--- src/glpd_pkg.sv ---
`timescale 1ns / 1ps
// ----------------------------------------------------------------------------
// glpd_pkg
// Shared constants for the grid local peak detector.
// ----------------------------------------------------------------------------
package glpd_pkg;

	localparam int DEF_MAX_COLS    = 1024;
	localparam int DEF_SAMPLE_BITS = 16;

	// fixed field widths
	localparam int ROW_W      = 16;
	localparam int CFG_ROWS_W = 16;
	localparam int CFG_COLS_W = 11;
	localparam int APB_DW     = 32;
	localparam int APB_AW     = 3;

	// register index, taken from paddr[2]
	localparam logic REG_FRAME_ROWS = 1'b0;
	localparam logic REG_FRAME_COLS = 1'b1;

	// tuser kind flag
	localparam logic FUNC_SAMPLE = 1'b0;
	localparam logic FUNC_DRAIN  = 1'b1;

	localparam logic [CFG_ROWS_W-1:0] FRAME_ROWS_RST = CFG_ROWS_W'(1);
	localparam logic [CFG_COLS_W-1:0] FRAME_COLS_RST = CFG_COLS_W'(1);

endpackage

--- src/glpd_cell.sv ---
`timescale 1ns / 1ps
// ----------------------------------------------------------------------------
// glpd_cell
// One column cell of the window chain. On a beat it takes its neighbor's
// column, or the freshly written column when the row wraps onto itself.
// ----------------------------------------------------------------------------
module glpd_cell
	import glpd_pkg::*;
#(
	parameter int W = 2 * DEF_SAMPLE_BITS
) (
	input  logic         clk,
	input  logic         shift,
	input  logic         take_fresh,
	input  logic [W-1:0] fresh,
	input  logic [W-1:0] chain_in,
	output logic [W-1:0] col_q
);

	always_ff @(posedge clk) begin
		if (shift) begin
			col_q <= take_fresh ? fresh : chain_in;
		end
	end

endmodule
--- config.mk ---
export PLATFORM = sky130hd
export DESIGN_NAME = glpd_cell
export DESIGN_NICKNAME = d
export VERILOG_FILES = /design/src/glpd_pkg.sv /design/src/glpd_cell.sv
export SDC_FILE = /design/constraint.sdc
export NUM_CORES = 1
export LEC_CHECK = 0
export BUFFER_PORTS_ARGS = -buffer_cell sky130_fd_sc_hd__buf_2
export CORE_ASPECT_RATIO = 0.75
export CORE_MARGIN = 5
export CORE_UTILIZATION = 30
export CTS_BUF_LIST = sky130_fd_sc_hd__clkbuf_2
export CTS_CLUSTER_SIZE = 24
export DETAILED_ROUTE_END_ITERATION = 10
export GPL_TIMING_DRIVEN = 0
export PLACE_DENSITY_LB_ADDON = 0.12
export SKIP_LAST_GASP = 1
export SYNTH_ARGS = -nofsm -noshare
export SYNTH_HDL_FRONTEND = slang
export SYNTH_SLANG_ARGS = --single-unit
export TNS_END_PERCENT = 5
--- constraint.sdc ---
create_clock -name clk -period 0.9 [get_ports clk]
set_input_delay 0.09 -clock clk [delete_from_list [all_inputs] [get_ports clk]]
set_output_delay 0.09 -clock clk [all_outputs]
set_load 0.02 [all_outputs]
==> results of run 1 <==
## kinds of logic after synthesis
family	count (synthesis)
muxes	32
DFF	32
buffers and inverters	4
## cell usage after synthesis (all sizes together)
cell,count
buf,4
edfxtp,32
mux2,32
## final cells by class
| cell class | instances | share of cell area |
|---|---|---|
| Clock inverter | 1 | 0.00142 |
| Sequential cell | 32 | 0.364 |
| Tap cell | 60 | 0.0284 |
| Multi-Input combinational cell | 32 | 0.179 |
| Timing Repair Buffer | 150 | 0.387 |
| Buffer | 4 | 0.0270 |
| Clock buffer | 7 | 0.0133 |
## power by group through the flow
stage	clock network, mW	registers, mW	logic (mW)
finish	0.668	1.83	0.923
global route	0.789	1.84	0.988
CTS	0.718	1.83	0.911
detailed placement	0	1.86	0.749
global placement	0	1.86	0.737
floorplan	0	2.05	0.245
## cell usage in the layout (no fill, tap or decap)
cell,netlist,routed
buf_2,0,96
mux2_2,2,2
clkinv_1,0,1
clkbuf_2,0,7
mux2_4,30,30
buf_12,3,3
edfxtp_1,32,32
dlygate4sd3_1,0,53
buf_6,1,2
## layer usage
layer / global-route usage / share of wire / routed length [um] / vias up
met4: 0.0610 / 0.016 / 61 / 0
met3: 0.0472 / 0.087 / 340 / 9
met5: 0 / 0 / 0 / -
met1: 0.123 / 0.38 / 1490 / 534
met2: 0.210 / 0.52 / 2030 / 59
li1: - / - / - / 578
## stage by stage
stage	instance area, sq um	worst slack [ns]	hold slack, ns	util	total power [mW]
after global routing	2640	-0.218	0.00148	0.542	3.62
after floorplan	1510	0.00849	0.202	-	2.30
after CTS	2580	-0.171	0.00467	0.530	3.46
after detailed placement	2070	-0.171	0.393	0.424	2.61
after global placement	2070	-0.146	0.390	0.424	2.60
final	2640	-0.131	0.0543	0.542	3.42
## repair_timing
action                                  CTS  global route
endpoints found under the setup margin   32            32
gates resized for setup                   2             0
hold buffers                             47             6
hold endpoints to repair                 24             3
pin swaps                                 0             0
## path summary, 6_finish.rpt
path,startpoint,slack [ns],to,depth (start not counted)
worst max-delay path,col_q[0],-0.13,col_q[0],1
worst min-delay path,chain_in[24],0.05,col_q[24],2
==> impl_results.md, run 1 <==
* Status: finished with violations
* Failing checks: setup timing
* Initial core utilization at 0.309
* Area taken by multi-input logic gates at 473 sq um
* H-tree lvl count at 2
* Largest net degree at the start of global routing at 33
* Worst Path Buf+Inv at 1
* Worst Hold Class: input pin to flop
* Sequential Area at 961 sq um
* Layout Cells excl Fill at 286
* Crit-path slowest cell: edfxtp_1
* Clock share of power at 0.195
* Synth Area in Adders at 0
* Top reg by flops: col_q
* FP Rows at 22
* Startpoint types: flop
* Top delay family on crit path: flip-flops
* Cell internal pwr at 2.54 mW
* Worst vdd ir at 0.665 mV
* Relative slew margins at 0.518
* Antenna diode count at 0
* Drt pass-1 iters at 2
* Post-CTS setup buffers at 0
* CP arrival at 0.94 ns
* PwrDens at 1300 mW/mm^2
* Buffers on Ports at 97
* Seq pwr share at 0.535
* Comb pwr share at 0.270
* Routability Congestion at 0.640
* Post-layout minimum cycle time at 1.03 ns
* CP peak stage delay at 0.44 ns
* Placed Cells at 225
* Worst-path clk slew at 0.16 ns
* Largest family of logic cells by synthesized area: multiplexers
* CP Cell Sequence: buf_6
* Max FO, Critical Path at 1
* Syn_area_per_cell at 22.1 sq um
* Synthesized flop and latch total at 32
* Net switching power figure at 881 uW
* Die area at 0.00655 sq mm
* Via/cell ratio at 4.13
* Largest area contributor in the netlist: edfxtp_1
* Wire per inst at 13.7 um
* Total track usage at 0.119
* Num Clock Sinks at 32
* Compound-Gate Fraction of Synth Area at 0
* Post-Route WL at 3920 um
* Post-synthesis sequential area ratio at 0.638
* Fmax at 0.970 GHz
* Clock buffer depth at 2
* Die Width at 91.8 um
* Post-synth net total at 135
* CTS tree: built
* Sw frac at 0.258
* Area contributors post-synth: edfxtp_1 64%, mux2_4 30%, buf_12 4.0%
* CP endpoint kind: output port
* Leak Pwr at 1.24 nW
* Slew @ Worst Pin at 0.723 ns
* IO Count at 99
* Vias in the first global route at 1308
* DIE HEIGHT at 71.3 um
* Area Overhead vs Synth at 75.5%
* Max-cap violations at 0
* Synth Area in Simple Gates at 0
* Syn Inst Count at 68
* Post-synthesis xor/xnor area fraction at 0
* Fill cells at 401
* Residual DRC at 0
* Synth top area share at 0.638
* Hold Fails Final Rpt at 0
* Critical path class: flop to output port
* Largest registers: col_q x32
* Yosys warnings at 0
* Multiplexer area fraction after synthesis at 0.314
* CP Data Required Time at 0.81 ns
* Detailed-placement wirelength estimate at 2490 um
* Mapped Area at 0.00151 sq mm
* TNS Setup at -2.76 ns
* CTS buffer count at 5
* Post-synth cell types at 5
* First-pass GRT wire length at 6010 um
* Root buffer cell: clkbuf_2
* Total number of vias at 1180
* Nets at 292
* Total gr overflow at 0
* Layout cells sized above 1 at 0.619
* Period utilization at 1.15
* Max FFs per register at 32
* RSZ-0062 raised after global routing: true
* Core area at 0.00487 sq mm
* Final max-slew violation count at 0
* Antenna-violating nets left at 0
* Initial antenna violation count at 0
* Final WS setup at -0.131 ns
* 1st-iter DRT viols at 24
* Final setup fails at 34
(Power assumes the default switching activity.)
==> run 2, diff against run 1 <==
==> constraint.sdc (replaced) <==
create_clock -name clk -period 1.2 [get_ports clk]
set_input_delay 0.12 -clock clk [delete_from_list [all_inputs] [get_ports clk]]
set_output_delay 0.12 -clock clk [all_outputs]
set_load 0.02 [all_outputs]
==> impl_results.md, run 2 (synthesis results as in run 1) <==
* Status: complete, no violations (was finished with violations)
* Crit-path slowest cell: edfxtp_1 (unchanged)
* CTS resizes at 0 (was 2)
* Core area at 0.00487 sq mm (unchanged)
* Antenna-violating nets left at 0 (unchanged)
* Top delay family on crit path: flip-flops (unchanged)
* CTS tree: built (unchanged)
* Residual DRC at 0 (unchanged)
* Wire per inst at 13.8 um (was 13.7 um)
* Leak Pwr at 1.03 nW (was 1.24 nW)
* Cell depth of the worst setup path at 1 (unchanged)
* Worst Hold Path EP: col_q[10] (was col_q[24])
* PwrDens at 1140 mW/mm^2 (was 1300 mW/mm^2)
* Design Area, Final at 0.00213 sq mm (was 0.00264 sq mm)
* Startpoint types: flop (unchanged)
* Detailed-placement wirelength estimate at 2490 um (unchanged)
* Area Overhead vs Synth at 41.8% (was 75.5%)
* DIE HEIGHT at 71.3 um (unchanged)
* Vias in the first global route at 1084 (was 1308)
* Total track usage at 0.0997 (was 0.119)
* Via/cell ratio at 4.21 (was 4.13)
* Root buffer cell: clkbuf_2 (unchanged)
* CP Data Required Time at 1.08 ns (was 0.81 ns)
* Buffers on Ports at 97 (unchanged)
* Placed inst area at 0.00207 sq mm (unchanged)
* Commonest non-fill, non-tap cell in the layout: buf_2 (unchanged)
* Worst vdd ir at 0.560 mV (was 0.665 mV)
* Routability Congestion at 0.640 (unchanged)
* Fmax at 0.936 GHz
* CP endpoint kind: output port (unchanged)
* Largest net degree at the start of global routing at 33 (unchanged)
* 1st-iter DRT viols at 20 (was 24)
* Nets at 242 (was 292)
* CP arrival at 0.95 ns (was 0.94 ns)
* Largest registers: col_q x32 (unchanged)
* Max-cap violations at 0 (unchanged)
* Final max-slew violation count at 0 (unchanged)
* Period utilization at 0.890
* Hold wc startpoint: chain_in[10] (was chain_in[24])
* Post-layout minimum cycle time at 1.07 ns
* Fill cells at 460 (was 401)
* Num Clock Sinks at 32 (unchanged)
* Initial antenna violation count at 0 (unchanged)
* Slew @ Worst Pin at 0.727 ns (was 0.723 ns)
* FP Rows at 22 (unchanged)
* Top reg by flops: col_q (unchanged)
* Post-Route WL at 3250 um (was 3920 um)
* Max FO, Critical Path at 1 (unchanged)
* RSZ-0062 raised after global routing: false (was true)
* TNS Setup at 0 ns (was -2.76 ns)
* Die area at 0.00655 sq mm (unchanged)
* H-tree lvl count at 2 (unchanged)
* Layout cells sized above 1 at 0.795 (was 0.619)
* CP peak stage delay at 0.42 ns (was 0.44 ns)
* Critical path class: flop to output port (unchanged)
* Die Width at 91.8 um (unchanged)
* Relative slew margins at 0.515 (was 0.518)
* Worst Path Buf+Inv at 1 (unchanged)
* Drt pass-1 iters at 3 (was 2)
* Max FFs per register at 32 (unchanged)
* Clock buffer depth at 2 (unchanged)
* First-pass GRT wire length at 5020 um (was 6010 um)
* Worst-path clk slew at 0.17 ns (was 0.16 ns)
* Hold Fails Final Rpt at 0 (unchanged)
* Hold Crit Depth at 2 (unchanged)
* Total number of vias at 993 (was 1180)
* CTS buffer count at 5 (unchanged)
* CP Cell Sequence: buf_2 (was buf_6)
* Worst Hold Class: input pin to flop (unchanged)
* Initial core utilization at 0.309 (unchanged)
* Final setup fails at 0 (was 34)
* IO Count at 99 (unchanged)
* Antenna diode count at 0 (unchanged)
* Total gr overflow at 0 (unchanged)
* Commonest cells after routing, fill and taps aside: 97 x buf_2, 32 x edfxtp_1, 30 x mux2_4, 7 x clkbuf_2 (was 96 x buf_2, 53 x dlygate4sd3_1, 32 x edfxtp_1, 30 x mux2_4, 7 x clkbuf_2)
## run 2: cell count changes in the layout (fill, tap and decap cells not counted), sizes merged
| cell | before | now |
|---|---|---|
| dlygate4sd3 | 53 | 3 |
## run 2: metal layers
layer,vias to the layer above,track usage,part of all wire
met3,5,0.0567,0.14
met1,453,0.109,0.38
met4,0,0.0544,0.016
met2,57,0.155,0.46
li1,478,-,-
met5,-,0,0
## run 2: timing repair
action                                 in CTS  in global routing
buffers inserted                            0                  0
hold buffers                                0                  3
endpoints found under the hold margin       0                  3
## run 2: layout make-up
type / count / area [sq um] / share of cell area
Sequential cell: 32 / 961 / 0.450
Buffer: 4 / 71.3 / 0.0334
Timing Repair Buffer: 100 / 515 / 0.242
Clock buffer: 7 / 35.0 / 0.0164
Clock inverter: 1 / 3.75 / 0.00176
Tap cell: 60 / 75.1 / 0.0352
Multi-Input combinational cell: 32 / 473 / 0.222
## run 2: how the worst max path moves through the flow
stage	from	to	slack [ns]
finish	col_q[0]	col_q[0]	0.13
global route	col_q[0]	col_q[0]	0.05
CTS	col_q[0]	col_q[0]	0.1
detailed placement	shift	col_q[28]	0.1
global placement	shift	col_q[27]	0.12
floorplan	take_fresh	col_q[0]	0.28
## run 2: power breakdown
part	internal (mW)	switching (mW)	total (mW)
combinational	0.289	0.270	0.560
sequential	1.35	0.0212	1.37
clock	0.157	0.347	0.503
## run 2: metrics by stage
step / power (mW) / std cells / setup WS, ns / hold WS (ns) / util
6_report: 2.43 / 236 / 0.132 / 0.0501 / 0.438
5_1_grt: 2.57 / 236 / 0.0497 / 0.000927 / 0.438
4_1_cts: 2.47 / 233 / 0.0981 / 0.0135 / 0.432
3_5_place_dp: 1.96 / 225 / 0.0991 / 0.423 / 0.424
3_3_place_gp: 1.95 / 225 / 0.124 / 0.420 / 0.424
2_1_floorplan: 1.72 / 68 / 0.278 / 0.232 / -
